File: src/nearest_mapped_point_search_defines.svh
// Assertion macros shared by the nearest mapped point search RTL.
// Needs a clock named clock and a synchronous reset named reset in scope.
`ifndef NEAREST_MAPPED_POINT_SEARCH_DEFINES_SVH
`define NEAREST_MAPPED_POINT_SEARCH_DEFINES_SVH

// Same-cycle implication.
`define NMPS_ASSERT_SAME(name, ante, cons, msg) \
   name: assert property (@(posedge clock) disable iff (reset) (ante) |-> (cons)) else $error(msg);

// Next-cycle implication.
`define NMPS_ASSERT_NEXT(name, ante, cons, msg) \
   name: assert property (@(posedge clock) disable iff (reset) (ante) |=> (cons)) else $error(msg);

`endif

File: src/nmps_pkg.sv
// Package for the nearest mapped point search: sizes, command and state codes,
// entry layout and the status structs passed between the units. No dependencies.
package nmps_pkg;

   localparam int MAX_ENTRIES = 16384;
   localparam int FRAC_BITS   = 8;

   localparam int ADDR_W  = (MAX_ENTRIES > 1) ? $clog2(MAX_ENTRIES) : 1;
   localparam int COUNT_W = $clog2(MAX_ENTRIES + 1);

   localparam int CMD_W    = 2;
   localparam int COORD_W  = 20;
   localparam int IDX_W    = 24;
   localparam int QUERY_W  = 12;
   localparam int QFIX_W   = QUERY_W + FRAC_BITS;
   localparam int DIFF_W   = (COORD_W > QFIX_W) ? COORD_W : QFIX_W;
   localparam int SQ_W     = 2 * DIFF_W;
   localparam int DIST_W   = SQ_W + 1;
   localparam int OUT_W    = 12;
   localparam int CSR_W    = 13;
   localparam int CSR_IDX_W = 1;
   localparam int DIV_CNT_W = $clog2(IDX_W + 1);

   localparam logic [CSR_W-1:0] WIDTH_RESET  = CSR_W'(640);
   localparam logic [CSR_W-1:0] HEIGHT_RESET = CSR_W'(480);

   typedef enum logic [CMD_W-1:0] {
      CMD_CLEAR  = 2'd0,
      CMD_APPEND = 2'd1,
      CMD_QUERY  = 2'd2
   } cmd_type;

   typedef enum logic [CSR_IDX_W-1:0] {
      CSR_MAP_WIDTH  = 1'b0,
      CSR_MAP_HEIGHT = 1'b1
   } csr_index_type;

   typedef enum logic [2:0] {
      ST_IDLE,
      ST_SCAN,
      ST_DRAIN,
      ST_DIV_COL,
      ST_DIV_ROW
   } state_type;

   typedef struct packed {
      logic [COORD_W-1:0] x;
      logic [COORD_W-1:0] y;
      logic [IDX_W-1:0]   index;
   } entry_type;

   localparam int ENTRY_W = $bits(entry_type);

   typedef struct packed {
      logic idle;
      logic have;
   } near_stat_type;

   typedef struct packed {
      logic busy;
      logic done;
   } div_stat_type;

endpackage

File: src/nmps_divider.sv
// Restoring divider, one quotient bit per cycle, for the index split.
// Depends on nmps_pkg.
module nmps_divider import nmps_pkg::*; (
   input  logic              clock,
   input  logic              reset,
   input  logic              start,
   input  logic [IDX_W-1:0]  dividend,
   input  logic [CSR_W-1:0]  divisor,
   output div_stat_type      stat,
   output logic [IDX_W-1:0]  quotient,
   output logic [CSR_W-1:0]  remainder
);

   logic                 busy_ff;
   logic [DIV_CNT_W-1:0] cnt_ff;
   logic [IDX_W-1:0]     quo_ff;
   logic [CSR_W-1:0]     rem_ff, dvs_ff;
   logic [CSR_W:0]       trial;
   logic                 fits;
   logic                 done;

   always_comb begin
      trial = {rem_ff, quo_ff[IDX_W-1]};
      fits  = trial >= {1'b0, dvs_ff};
      done  = busy_ff && (cnt_ff == '0);
   end

   always_ff @(posedge clock) begin
      if (reset) begin
         busy_ff <= 1'b0;
         cnt_ff  <= '0;
      end else if (start) begin
         busy_ff <= 1'b1;
         cnt_ff  <= DIV_CNT_W'(IDX_W);
      end else if (done) begin
         busy_ff <= 1'b0;
      end else if (busy_ff) begin
         cnt_ff <= cnt_ff - 1'b1;
      end
   end

   always_ff @(posedge clock) begin
      if (start) begin
         quo_ff <= dividend;
         rem_ff <= '0;
         dvs_ff <= divisor;
      end else if (busy_ff && !done) begin
         quo_ff <= {quo_ff[IDX_W-2:0], fits};
         rem_ff <= fits ? CSR_W'(trial - {1'b0, dvs_ff}) : CSR_W'(trial);
      end
   end

   assign stat.busy = busy_ff;
   assign stat.done = done;
   assign quotient  = quo_ff;
   assign remainder = rem_ff;

endmodule

File: config.mk
export PLATFORM = sky130hd
export DESIGN_NAME = nmps_divider
export DESIGN_NICKNAME = d
export VERILOG_FILES = /design/src/nearest_mapped_point_search_defines.svh /design/src/nmps_pkg.sv /design/src/nmps_divider.sv
export SDC_FILE = /design/constraint.sdc
export NUM_CORES = 1
export LEC_CHECK = 0
export BUFFER_PORTS_ARGS = -buffer_cell sky130_fd_sc_hd__buf_2
export CORE_UTILIZATION = 40
export DETAILED_ROUTE_END_ITERATION = 10
export GPL_TIMING_DRIVEN = 0
export PLACE_DENSITY = 0.72
export SLEW_MARGIN = 25
export SYNTH_ARGS = -nofsm -noshare
export SYNTH_HDL_FRONTEND = slang
export SYNTH_SLANG_ARGS = --single-unit
File: constraint.sdc
create_clock -name clock -period 2.7 [get_ports clock]
set_input_delay 0.135 -clock clock [delete_from_list [all_inputs] [get_ports clock]]
set_output_delay 0.135 -clock clock [all_outputs]
set_load 0.01 [all_outputs]
# == Word level (Yosys, flattened, before mapping) ==
# Index checks and enable logic that the tools add are counted.
# totals
reg_bits,56
output_inout_bits,39
wordCells,29
# classes
n_addsub,2
order_cmp,1
n_eq_ne,1
mux,8
bitwise,1
reduce_logical,10
# ops
operator,count
$mux W24,2
$mux W5,3
$ge A14 B13 Y1,1
$mux W13,1
$sub A13 B13 Y13,1
$reduce_bool A2 Y1,3
$logic_not A5 Y1,1
$sub A5 B1 Y5 const B,1
$reduce_and A2 Y1,2
$logic_and A1 B1 Y1,2
$mux W1,2
$ne A2 B2 Y1 const B,1
$reduce_or A2 Y1,1
$logic_not A1 Y1,1
$not A1 Y1,1

# == Depth between registers and ports, before layout ==
# logic_depth
depth_word,6
ltp_mapped,11
ltp_nobuf,10

# == Worst setup path before layout ==
# OpenSTA, ideal clock, no wires.
# synth_path
path_kind,register to register
start,"reg quo_ff[23], in the netlist quotient[23]"
end,"reg quo_ff[0], in the netlist quotient[0] (data pin)"
setup_ns,0.260
arrival_time_ns,2.393
path_slack_ns,0.047
stages_incl_launch_ff,11
path_buffers,1
path_cell_list,edfxtp_1 > inv_1 > ha_1 > inv_1 > fa_1 > a21o_1 > a311oi_2 > o2111ai_2 > and2_4 > buf_12 > mux2_4
# synth_between
elab_chain_len,3
# synth_lines
element,line_no,rtl
from (decl),nmps_divider.sv:16,logic [IDX_W-1:0] quo_ff;
from (signal assigned),nmps_divider.sv:44,quo_ff <= dividend;
from (signal assigned),nmps_divider.sv:48,"quo_ff <= {quo_ff[IDX_W-2:0], fits};"
$ge A14 B13 Y1,nmps_divider.sv:24,"fits = trial >= {1'b0, dvs_ff};"
$mux W24,nmps_divider.sv:47,end else if (busy_ff && !done) begin
$mux W24,nmps_divider.sv:43,if (start) begin
# No other way between the ends. The select of a mux whose other input is x is not followed.
# A chain may end at the register's enable or synchronous reset.

# == Worst setup path in the final report ==
# Same ends and word-level chain as after synthesis.

==> results.yml <==
outcome:
  outcome: "finished clean"
sta:
  fmax_ghz: 0.383
  relSlewSlack_pct: 33.7
  final_hold_viol_count: 0
  tightest_slew_ns: 0.992
  slew_viol_final: 0
  period_share_pct: 96.6
  setup_viol: 0
  fin_skew_ns: 0.00957
  layout_min_cycle_time_ns: 2.61
detailed_routing:
  num_vias: 2359
  vias_per_cell: 5.07
  drt_first_pass_iters: 4
  drc: 0
  wl_um: 6590
  ant_nets: 0
  drt-wirelength-per-cell_um: 14.2
  drt_first_iter_violations: 89
synth:
  synth_top_family_by_area: "compound AO/OA/AOI/OAI gates"
  synth_cell_type_count: 51
  synthArstFlopShare_pct: 0
  synth_area_per_cell_um2: 11.4
  synth_nets: 320
  yosysTopAreaCellShare_pct: 36.6
  synth_area_leaders: "edfxtp_1 37%, dfxtp_1 13%, mux2_2 8.5%"
  yosysTopAreaCell: "edfxtp_1"
  synth_compound_area_share_pct: 14.6
  synth.most_common_cell: "edfxtp_1"
  ys_seq_area_share_pct: 49.2
  synthAdderAreaFrac_pct: 6.44
  syn-cell-area_mm2: 0.00303
  synth_mux_area_share_pct: 11.0
  ys_ff_latch: 56
  synthFlopType: "edfxtp_1"
  synth_simple_gate_area_share_pct: 10.2
  synthTopCellsByCount: "37 x edfxtp_1, 25 x nor2_1, 23 x mux2_2"
  synth-edff-count: 37
  syn_inst: 265
  synthXorXnorAreaFrac_pct: 3.18
  synth_warnings: 0
die:
  core_mm2: 0.00729
  rows: 31
  die_w_um: 89.1
  io_pins: 79
  die_h_um: 89.1
  die-area_mm2: 0.00793
  start_util_pct: 41.6
global_routing:
  grt_max_degree: 25
  grt_pass1_wl_um: 10000
  antenna_found_initial: 0
  grt-ovfl-total: 0
  grt.total_usage_pct: 16.7
  grt_pass1_vias: 2126
final_layout:
  instances_no_fill: 465
  area_growth_pct: 25.3
  final_nets: 420
  n_antenna_cell: 0
  drive_gt1_share_pct: 37.2
place:
  gp_congestion: 0.813
  placedCellCount: 442
  dp_hpwl_um: 4710
  place.port_buffers: 78
critical_path:
  crit_slowest_cell: "edfxtp_1"
  arrival_ns: 2.69
  crit_path_max_incr_delay_ns: 0.41
  startpoint: "quotient[23]"
  critPathMaxFanout: 10
  path_common_cell: "inv_1"
  critPathLaunchType: "register"
  crit_path_end_kind: "register"
  required_ns: 2.78
  crit_buf_inv: 3
  cp_top_family: "compound AO/OA/AOI/OAI gates"
  crit-reg2reg-launch: "quotient[23]"
  path_class: "register to register"
  crit_chain: "inv_1 -> ha_1 -> inv_1 -> fa_1 -> a21o_1 -> a311oi_4 -> o2111ai_2 -> and2_4 -> buf_12 -> mux2_4"
clock_tree:
  numCtsBuffers: 5
  cts_sinks: 56
  clkLatencyLatePin_ns: 0.32
  clk_pin_slew_ns: 0.11
  ctsLongestPathBuffers: 2
  cts_tree: "done"
  cts-htree-levels: 2
  root_buffer: "clkbuf_8"
power:
  leakage_nw: 1.61
  power-per-cell-area_mw_per_mm2: 573
  peakVddDrop_mv: 0.283
  total_power_mw: 2.18
min_path:
  hp-class: "input port to register"
  hp-start: "reset"
flow_run:
  maxCapViolCount: 0
power by group:
part | switching (mW) | internal, mW | total [mW]
sequential | 0.0505 | 1.01 | 1.06
clock | 0.306 | 0.190 | 0.495
combinational | 0.330 | 0.291 | 0.621
cells by family after synthesis:
kind of cell / after synthesis
AND/OR/NAND/NOR: 67
flip-flops: 56
AO/OA/AOI/OAI: 54
buffers and inverters: 32
multiplexers: 30
adder cells (fa/ha/maj): 15
XOR/XNOR: 11
routing by layer:
metal	vias to the layer above	track usage, %	routed length (um)
li1	1166	-	-
met1	1128	22.3	3010
met2	57	27.8	3260
met3	8	2.59	240
met4	0	5.48	80
met5	-	0	0
worst paths after layout:
check | cells past startpoint | slack (ns) | to
hold reg to reg | 2 | 0.54 | cnt_ff[1]
hold / removal | 2 | 0.04 | cnt_ff[4]
setup reg to reg | 10 | 0.09 | quotient[0]
setup / recovery | 10 | 0.09 | quotient[0]
flip-flops by register name, summed over array words and instances (netlist names):
| name | cells |
|---|---|
| quotient | 24 |
| dvs_ff | 13 |
| remainder | 13 |
| cnt_ff | 5 |
| busy_ff | 1 |
final cells by class:
class | instances | area, um2
Multi-Input combinational cell | 177 | 1390
Inverter | 19 | 71.3
Fill cell | 692 | 3490
Clock buffer | 5 | 68.8
Clock inverter | 3 | 26.3
Tap cell | 99 | 124
Buffer | 13 | 91.3
Sequential cell | 56 | 1490
Timing Repair Buffer | 93 | 536
layout by cell type (no fill, tap or decap), drive strengths merged, types with 13 or more instances in the layout:
cell / instances
edfxtp: 37
buf: 90
dlygate4sd3: 13
dfxtp: 19
nor2: 25
inv: 20
ha: 14
nand2: 22
a21oi: 16
mux2: 24
stage by stage:
| stage | instance area, um2 | worst slack (ns) | setup TNS, ns | hold slack, ns | util, % |
|---|---|---|---|---|---|
| after floorplan | 3030 | 0.0470 | 0 | 0.204 | - |
| after global placement | 3550 | -0.0863 | -0.115 | 0.311 | 48.6 |
| after detailed placement | 3550 | -0.103 | -0.218 | 0.313 | 48.6 |
| after CTS | 3790 | 0.0535 | 0 | 0.0414 | 52.0 |
| after global routing | 3800 | -0.00741 | -0.00741 | 0.0450 | 52.1 |
| final | 3800 | 0.0923 | 0 | 0.0434 | 52.1 |
what timing repair did:
item,in CTS,in global routing
pin swaps,1,1
endpoints found under the setup margin,5,5
gates resized for setup,1,0
hold buffers,13,0
endpoints found under the hold margin,13,0
setup buffers,1,1
gates cloned,0,0
Note: power is estimated with default switching activity, not from simulation.
