**config.mk**
```make
export PLATFORM = sky130hd
export DESIGN_NAME = nmps_nearest
export DESIGN_NICKNAME = d
export VERILOG_FILES = /design/src/nearest_mapped_point_search_defines.svh /design/src/nmps_pkg.sv /design/src/nmps_nearest.sv
export SDC_FILE = /design/constraint.sdc
export NUM_CORES = 2
export LEC_CHECK = 0
export BUFFER_PORTS_ARGS = -buffer_cell sky130_fd_sc_hd__buf_2
export CORE_UTILIZATION = 47
export DETAILED_ROUTE_END_ITERATION = 12
export PLACE_DENSITY = 0.66
export SLEW_MARGIN = 40
export SYNTH_ARGS = -nofsm -noshare
export SYNTH_HDL_FRONTEND = slang
export SYNTH_SLANG_ARGS = --single-unit
export TNS_END_PERCENT = 50
```
**constraint.sdc**
```tcl
create_clock -name clock -period 6.6 [get_ports clock]
set_clock_uncertainty 0.2 [all_clocks]
set_input_delay 0.33 -clock clock [delete_from_list [all_inputs] [get_ports clock]]
set_output_delay 0.33 -clock clock [all_outputs]
set_load 0.03 [all_outputs]
```
**src/nearest_mapped_point_search_defines.svh**
```systemverilog
// Assertion macros shared by the nearest mapped point search RTL.
// Needs a clock named clock and a synchronous reset named reset in scope.
`ifndef NEAREST_MAPPED_POINT_SEARCH_DEFINES_SVH
`define NEAREST_MAPPED_POINT_SEARCH_DEFINES_SVH

// Same-cycle implication.
`define NMPS_ASSERT_SAME(name, ante, cons, msg) \
   name: assert property (@(posedge clock) disable iff (reset) (ante) |-> (cons)) else $error(msg);

// Next-cycle implication.
`define NMPS_ASSERT_NEXT(name, ante, cons, msg) \
   name: assert property (@(posedge clock) disable iff (reset) (ante) |=> (cons)) else $error(msg);

`endif

```
**src/nmps_pkg.sv**
```systemverilog
// Package for the nearest mapped point search: sizes, command and state codes,
// entry layout and the status structs passed between the units. No dependencies.
package nmps_pkg;

   localparam int MAX_ENTRIES = 16384;
   localparam int FRAC_BITS   = 8;

   localparam int ADDR_W  = (MAX_ENTRIES > 1) ? $clog2(MAX_ENTRIES) : 1;
   localparam int COUNT_W = $clog2(MAX_ENTRIES + 1);

   localparam int CMD_W    = 2;
   localparam int COORD_W  = 20;
   localparam int IDX_W    = 24;
   localparam int QUERY_W  = 12;
   localparam int QFIX_W   = QUERY_W + FRAC_BITS;
   localparam int DIFF_W   = (COORD_W > QFIX_W) ? COORD_W : QFIX_W;
   localparam int SQ_W     = 2 * DIFF_W;
   localparam int DIST_W   = SQ_W + 1;
   localparam int OUT_W    = 12;
   localparam int CSR_W    = 13;
   localparam int CSR_IDX_W = 1;
   localparam int DIV_CNT_W = $clog2(IDX_W + 1);

   localparam logic [CSR_W-1:0] WIDTH_RESET  = CSR_W'(640);
   localparam logic [CSR_W-1:0] HEIGHT_RESET = CSR_W'(480);

   typedef enum logic [CMD_W-1:0] {
      CMD_CLEAR  = 2'd0,
      CMD_APPEND = 2'd1,
      CMD_QUERY  = 2'd2
   } cmd_type;

   typedef enum logic [CSR_IDX_W-1:0] {
      CSR_MAP_WIDTH  = 1'b0,
      CSR_MAP_HEIGHT = 1'b1
   } csr_index_type;

   typedef enum logic [2:0] {
      ST_IDLE,
      ST_SCAN,
      ST_DRAIN,
      ST_DIV_COL,
      ST_DIV_ROW
   } state_type;

   typedef struct packed {
      logic [COORD_W-1:0] x;
      logic [COORD_W-1:0] y;
      logic [IDX_W-1:0]   index;
   } entry_type;

   localparam int ENTRY_W = $bits(entry_type);

   typedef struct packed {
      logic idle;
      logic have;
   } near_stat_type;

   typedef struct packed {
      logic busy;
      logic done;
   } div_stat_type;

endpackage

```
**src/nmps_nearest.sv**
```systemverilog
// Distance and running-minimum pipeline: abs diff, square, sum, compare.
// Depends on nmps_pkg.
module nmps_nearest import nmps_pkg::*; (
   input  logic               clock,
   input  logic               reset,
   input  logic               start,
   input  logic               in_valid,
   input  entry_type          in_entry,
   input  logic [QFIX_W-1:0]  qx,
   input  logic [QFIX_W-1:0]  qy,
   output near_stat_type      stat,
   output logic [IDX_W-1:0]   best_index
);

   logic               va_ff, vb_ff, vc_ff, have_ff;
   logic [DIFF_W-1:0]  dx_ff, dy_ff, dx_in, dy_in;
   logic [IDX_W-1:0]   ia_ff, ib_ff, ic_ff, best_index_ff;
   logic [SQ_W-1:0]    sqx_ff, sqy_ff;
   logic [DIST_W-1:0]  dist_ff, best_ff;
   logic [DIFF_W-1:0]  ex, ey, eqx, eqy;
   logic               take;

   always_comb begin
      ex    = DIFF_W'(in_entry.x);
      ey    = DIFF_W'(in_entry.y);
      eqx   = DIFF_W'(qx);
      eqy   = DIFF_W'(qy);
      dx_in = (ex >= eqx) ? (ex - eqx) : (eqx - ex);
      dy_in = (ey >= eqy) ? (ey - eqy) : (eqy - ey);
      take  = vc_ff && (!have_ff || (dist_ff < best_ff));
   end

   always_ff @(posedge clock) begin
      if (reset || start) begin
         va_ff   <= 1'b0;
         vb_ff   <= 1'b0;
         vc_ff   <= 1'b0;
         have_ff <= 1'b0;
      end else begin
         va_ff <= in_valid;
         vb_ff <= va_ff;
         vc_ff <= vb_ff;
         if (take) begin
            have_ff <= 1'b1;
         end
      end
   end

   always_ff @(posedge clock) begin
      dx_ff   <= dx_in;
      dy_ff   <= dy_in;
      ia_ff   <= in_entry.index;
      sqx_ff  <= dx_ff * dx_ff;
      sqy_ff  <= dy_ff * dy_ff;
      ib_ff   <= ia_ff;
      dist_ff <= DIST_W'(sqx_ff) + DIST_W'(sqy_ff);
      ic_ff   <= ib_ff;
      if (take) begin
         best_ff       <= dist_ff;
         best_index_ff <= ic_ff;
      end
   end

   assign stat.idle  = !(va_ff || vb_ff || vc_ff);
   assign stat.have  = have_ff;
   assign best_index = best_index_ff;

endmodule

```
# == Word level (Yosys, flattened, before mapping) ==
# Cells that the tools add are included.
# totals
reg_bits,302
in_bits,108
out_inout_bits,26
# op_classes
n_addsub,5
multipliers,2
order_cmp,3
n_mux,2
reduce_logical,7
# ops
op,n
20-bit by 20-bit multiplier with 40-bit output,2
20-bit subtractor,4
40-bit by 40-bit adder with 41-bit output,1
41-bit < comparator,1
20-bit >= comparator,2
20-bit two-way mux,2
1-bit logical OR,4
1-bit logical NOT,2
1-bit logical AND,1

# == Longest topological paths before layout ==
# depth
word_depth,3
ltp_mapped,28
mapped_depth_nobuf,26

# == Worst setup path before layout ==
# Ideal clock, no wire load.
# synth_path
kind,register to register
from,register dy_ff[10]
to,register sqy_ff[37]
t_arrival_ns,6.918
required_ns,6.328
slack_ns,-0.590
stages_incl_launch_ff,26
path_buffers,2
synth_period_minus_slack_ns,7.190
path_cell_list,dfxtp_1 > clkbuf_1 > clkbuf_1 > and2_1 > fa_1 > fa_1 > inv_1 > fa_1 > inv_1 > fa_1 > fa_1 > fa_1 > inv_1 > fa_1 > inv_1 > ha_1 > a21o_1 > a21o_1 > a21oi_1 > o221ai_1 > or4_1 > a21oi_2 > o21ai_1 > a221o_1 > a21oi_2 > xnor2_1
# synth_between
elab_chain_cells,1
# synth_lines
element,line,source
"start, declared",nmps_nearest.sv:16,"logic [DIFF_W-1:0] dx_ff, dy_ff, dx_in, dy_in;"
"start signal, assigned",nmps_nearest.sv:51,dy_ff <= dy_in;
20-bit by 20-bit multiplier with 40-bit output,nmps_nearest.sv:54,sqy_ff <= dy_ff * dy_ff;
"end signal, assigned",nmps_nearest.sv:54,
"end, declared",nmps_nearest.sv:18,"logic [SQ_W-1:0] sqx_ff, sqy_ff;"
# Every way passes these cells.
# A chain may end at the register's enable or synchronous reset.

# == Worst setup path after layout ==
# layout_path
from,register dx_ff[5]
to,register sqx_ff[38]
# layout_between
elab_chain_cells,1
# layout_lines
element,line,source
"start, declared",nmps_nearest.sv:16,
"start signal, assigned",nmps_nearest.sv:50,dx_ff <= dx_in;
20-bit by 20-bit multiplier with 40-bit output,nmps_nearest.sv:53,sqx_ff <= dx_ff * dx_ff;
"end signal, assigned",nmps_nearest.sv:53,
"end, declared",nmps_nearest.sv:18,
# Every way passes these cells.

==> out/metrics.json <==
{
  "setup_viol": {"value": 13},
  "placement_rows": {"value": 101},
  "min_delay_worst_endpoint": {"value": "dy_ff[3]"},
  "timing.critical_path.slowest_stage_cell": {"value": "fa_1"},
  "diodes": {"value": 0},
  "post-synth-top-area-fraction": {"value": 31.1, "unit": "%"},
  "rsz0062_at_grt": {"value": "true"},
  "fp.dieArea": {"value": 78100, "unit": "um2"},
  "min_delay_path_depth": {"value": 3},
  "core": {"value": 76100, "unit": "um2"},
  "yosys_warnings": {"value": 0},
  "die_x": {"value": 279, "unit": "um"},
  "placement.setup.worst_slack": {"value": -544, "unit": "ps"},
  "post_drt_via_cell_ratio": {"value": 4.92},
  "final_max_slew_viol_count": {"value": 0},
  "setup_ws": {"value": -210, "unit": "ps"},
  "placed_area": {"value": 40600, "unit": "um2"},
  "netlist.top_cell.by_area": {"value": "fa_1"},
  "synth_xor_xnor_area_share": {"value": 4.07, "unit": "%"},
  "clock_tree.htree_level_count": {"value": 2},
  "slew_headroom": {"value": 46.7, "unit": "%"},
  "async_flop_share": {"value": 0, "unit": "%"},
  "routabilityCongestion": {"value": 0.867},
  "path_max_fanout": {"value": 6},
  "avgRoutedWirePerCell": {"value": 13.9, "unit": "um"},
  "synth-edff-count": {"value": 65},
  "grtUsageTotal": {"value": 19.9, "unit": "%"},
  "syn-num-nets": {"value": 4892},
  "cp_common_cell": {"value": "fa_1"},
  "port_buffers": {"value": 133},
  "timing.critical_path.slowest_cell_delay": {"value": 510, "unit": "ps"},
  "chipHeight": {"value": 279, "unit": "um"},
  "violations": {"value": "setup timing"},
  "synthTopCellsByArea": {"value": "fa_1 (31%), ha_1 (16%), dfxtp_1 (13%)"},
  "vias_in_the_first_global_route": {"value": 27600},
  "cts.sinks": {"value": 300},
  "route.vias.total": {"value": 26100},
  "max_slew.worst_pin.slew": {"value": 793, "unit": "ps"},
  "synth_seq_cells": {"value": 300},
  "grt_overflow": {"value": 0},
  "path_class": {"value": "reg2reg"},
  "fill_cells": {"value": 6759},
  "route.final.wire_length": {"value": 73800, "unit": "um"},
  "seq_total_area_yosys": {"value": 18.4, "unit": "%"},
  "initial_util": {"value": 47.5, "unit": "%"},
  "r2r_end": {"value": "sqx_ff[38]"},
  "drtIter0Drc": {"value": 1075},
  "period_minus_slack": {"value": 6810, "unit": "ps"},
  "postLayoutCellArea": {"value": 43100, "unit": "um2"},
  "synth-simple-area-share": {"value": 10.3, "unit": "%"},
  "maximum_number_of_pins_on_one_net_before_global_route_repair": {"value": 56},
  "worst_setup_hold_path_clk_slew": {"value": 60, "unit": "ps"},
  "grt_first_pass_wirelength": {"value": 128000, "unit": "um"},
  "drt.antenna.violating_nets": {"value": 0},
  "critical_path.cell_chain": {"value": "and2_4 -> buf_4 -> ha_1 -> xor2_1 -> fa_1 -> fa_1 -> fa_1 -> inv_1 -> fa_1 -> fa_1 -> inv_1 -> fa_1 -> inv_2 -> ha_4 -> a211o_1 -> o31a_1 -> a31o_1 -> a2111o_1 -> a21oi_4 -> a41o_1 -> o21ai_1 -> xor2_1"},
  "firstDrtPassIters": {"value": 5},
  "cts_root_buf": {"value": "clkbuf_16"},
  "outcome": {"value": "complete, but fails checks"},
  "post-route-drc-count": {"value": 0},
  "synth_compound_gate_area_share": {"value": 9.73, "unit": "%"},
  "dominant_combinational_cell_family_by_area_after_synthesis": {"value": "adder cells"},
  "setup.worst_path.end_class": {"value": "register"},
  "worst_ep_required_time": {"value": 6830, "unit": "ps"},
  "fin_nets": {"value": 5370},
  "final.period_utilization": {"value": 103, "unit": "%"},
  "timing.critical_path.from_type": {"value": "register"},
  "critical_path_arrival": {"value": 7050, "unit": "ps"},
  "cts_inserted_buffers": {"value": 35},
  "synth.avg_cell_area": {"value": 9.62, "unit": "um2"},
  "synth_cell_count_leaders": {"value": "inv_1 (850), fa_1 (562), ha_1 (460)"},
  "rr_worst_depth": {"value": 22},
  "cts_tree": {"value": "done"},
  "cts_max_path_buffers": {"value": 3},
  "synth_mux_area_share": {"value": 0.422, "unit": "%"},
  "launch_instance_of_the_worst_min_delay_path": {"value": "qy[3]"},
  "synth.lib_cells_used.distinct": {"value": 82},
  "hpwl": {"value": 61800, "unit": "um"},
  "worst_skew_pair.late_latency": {"value": 560, "unit": "ps"},
  "post_route_cells_drive_above_1_share": {"value": 18.4, "unit": "%"},
  "yosys.area_share.adder": {"value": 47.0, "unit": "%"},
  "netlist_instances": {"value": 3762},
  "yosys_most_used_dff": {"value": "dfxtp_1"},
  "synth.most_common_cell": {"value": "inv_1"},
  "timing_hold_violations_final": {"value": 0},
  "io-pin-count": {"value": 134},
  "rrSetupSlack": {"value": -210, "unit": "ps"},
  "areaGrowthSynthToFinish": {"value": 19.3, "unit": "%"},
  "maxCapViolCount": {"value": 0},
  "hold_path_class": {"value": "in2reg"},
  "synthesized_cell_area": {"value": 36200, "unit": "um2"},
  "antenna_violations_before_repair": {"value": 1},
  "top_achievable_clock_speed": {"value": 147, "unit": "MHz"},
  "rr_startpoint": {"value": "dx_ff[5]"}
}
[cells by family (layout without fill, tap and decap cells)]
| logic type | Yosys count | after routing |
|---|---|---|
| AOI/OAI and AO/OA | 521 | 521 |
| xor gates and xnor gates | 168 | 168 |
| adders and majority gates | 1023 | 1023 |
| buffers and inverters | 967 | 1472 |
| DFF | 300 | 300 |
| muxes | 15 | 15 |
| and+or+nand+nor | 768 | 768 |
[critical path, delay by kind of cell (launching register included)]
| family | cells | cell delay (ps) |
|---|---|---|
| AOI/OAI and AO/OA | 7 | 1870 |
| buffers and inverters | 4 | 280 |
| and+or+nand+nor | 1 | 160 |
| xor gates and xnor gates | 2 | 320 |
| DFF | 1 | 370 |
| adders and majority gates | 8 | 3460 |
[how the worst max path moves through the flow]
stage / cells after the start / to / slack, ps / startpoint
6_report: 22 / sqx_ff[38] / -210 / dx_ff[5]
5_1_grt: 24 / sqy_ff[37] / -430 / dy_ff[3]
4_1_cts: 26 / sqy_ff[37] / -170 / dy_ff[5]
3_5_place_dp: 24 / sqy_ff[37] / -540 / dy_ff[4]
3_3_place_gp: 24 / sqy_ff[37] / -440 / dy_ff[4]
2_1_floorplan: 24 / sqx_ff[38] / -80 / dx_ff[10]
[sequential cells by signal (all words and copies together) (netlist names)]
register / cells
va_ff: 1
best_ff: 41
vc_ff: 1
ib_ff: 24
sqx_ff: 39
dy_ff: 20
vb_ff: 1
ic_ff: 24
ia_ff: 24
dx_ff: 20
dist_ff: 41
have_ff: 1
best_index: 24
sqy_ff: 39
[metrics by stage]
stage	hold slack [ps]	std cells	setup TNS (ps)	utilization [%]
after floorplan	110	3762	-101	-
after global placement	110	5159	-4930	53.3
after detailed placement	112	5159	-6800	53.3
after CTS	1.83	5286	-690	56.0
after global routing	24.1	5297	-6060	56.7
final	30.9	5297	-1540	56.7
[per-layer routing]
layer,GRT usage [%],routed length [um],part of all wire (%)
met5,0,0,0
met3,1.93,2210,3.0
met1,25.9,32800,44
met2,35.5,37300,51
met4,4.67,1480,2.0
[cells in the final DEF, fill, tap and decap left out, drive strengths merged, types with 10 or more instances in the layout]
cell type	n
clkbuf	50
a21oi	161
nand4	33
nand2	300
xnor2	96
and2	153
a211oi	16
fa	562
a31oi	12
nor3	31
a221oi	10
mux2i	13
dlygate4sd3	41
dfxtp	235
nor2b	41
o21ai	71
o31ai	10
xor2	72
o21bai	16
inv	855
buf	517
nand2b	17
a21o	121
and3	20
nor2	118
edfxtp	65
ha	460
nand3	28
o21a	25
[layout make-up]
| class | count | area [um2] | area share, % |
|---|---|---|---|
| Timing Repair Buffer | 558 | 4150 | 9.62 |
| Sequential cell | 300 | 6750 | 15.6 |
| Clock inverter | 14 | 151 | 0.351 |
| Clock buffer | 50 | 1000 | 2.33 |
| Inverter | 850 | 3190 | 7.40 |
| Multi-Input combinational cell | 2495 | 26600 | 61.7 |
| Tap cell | 1030 | 1290 | 2.99 |
[what timing repair did]
action / CTS / global route
pin swaps: 51 / 77
setup buffers: 22 / 11
gates resized for setup: 98 / 124
hold buffers: 41 / 0
setup endpoints to repair: 33 / 34
hold endpoints to repair: 36 / 0
Power is not shown: default switching activity piles up to over one toggle a cycle in this logic, so the estimate is an artifact.
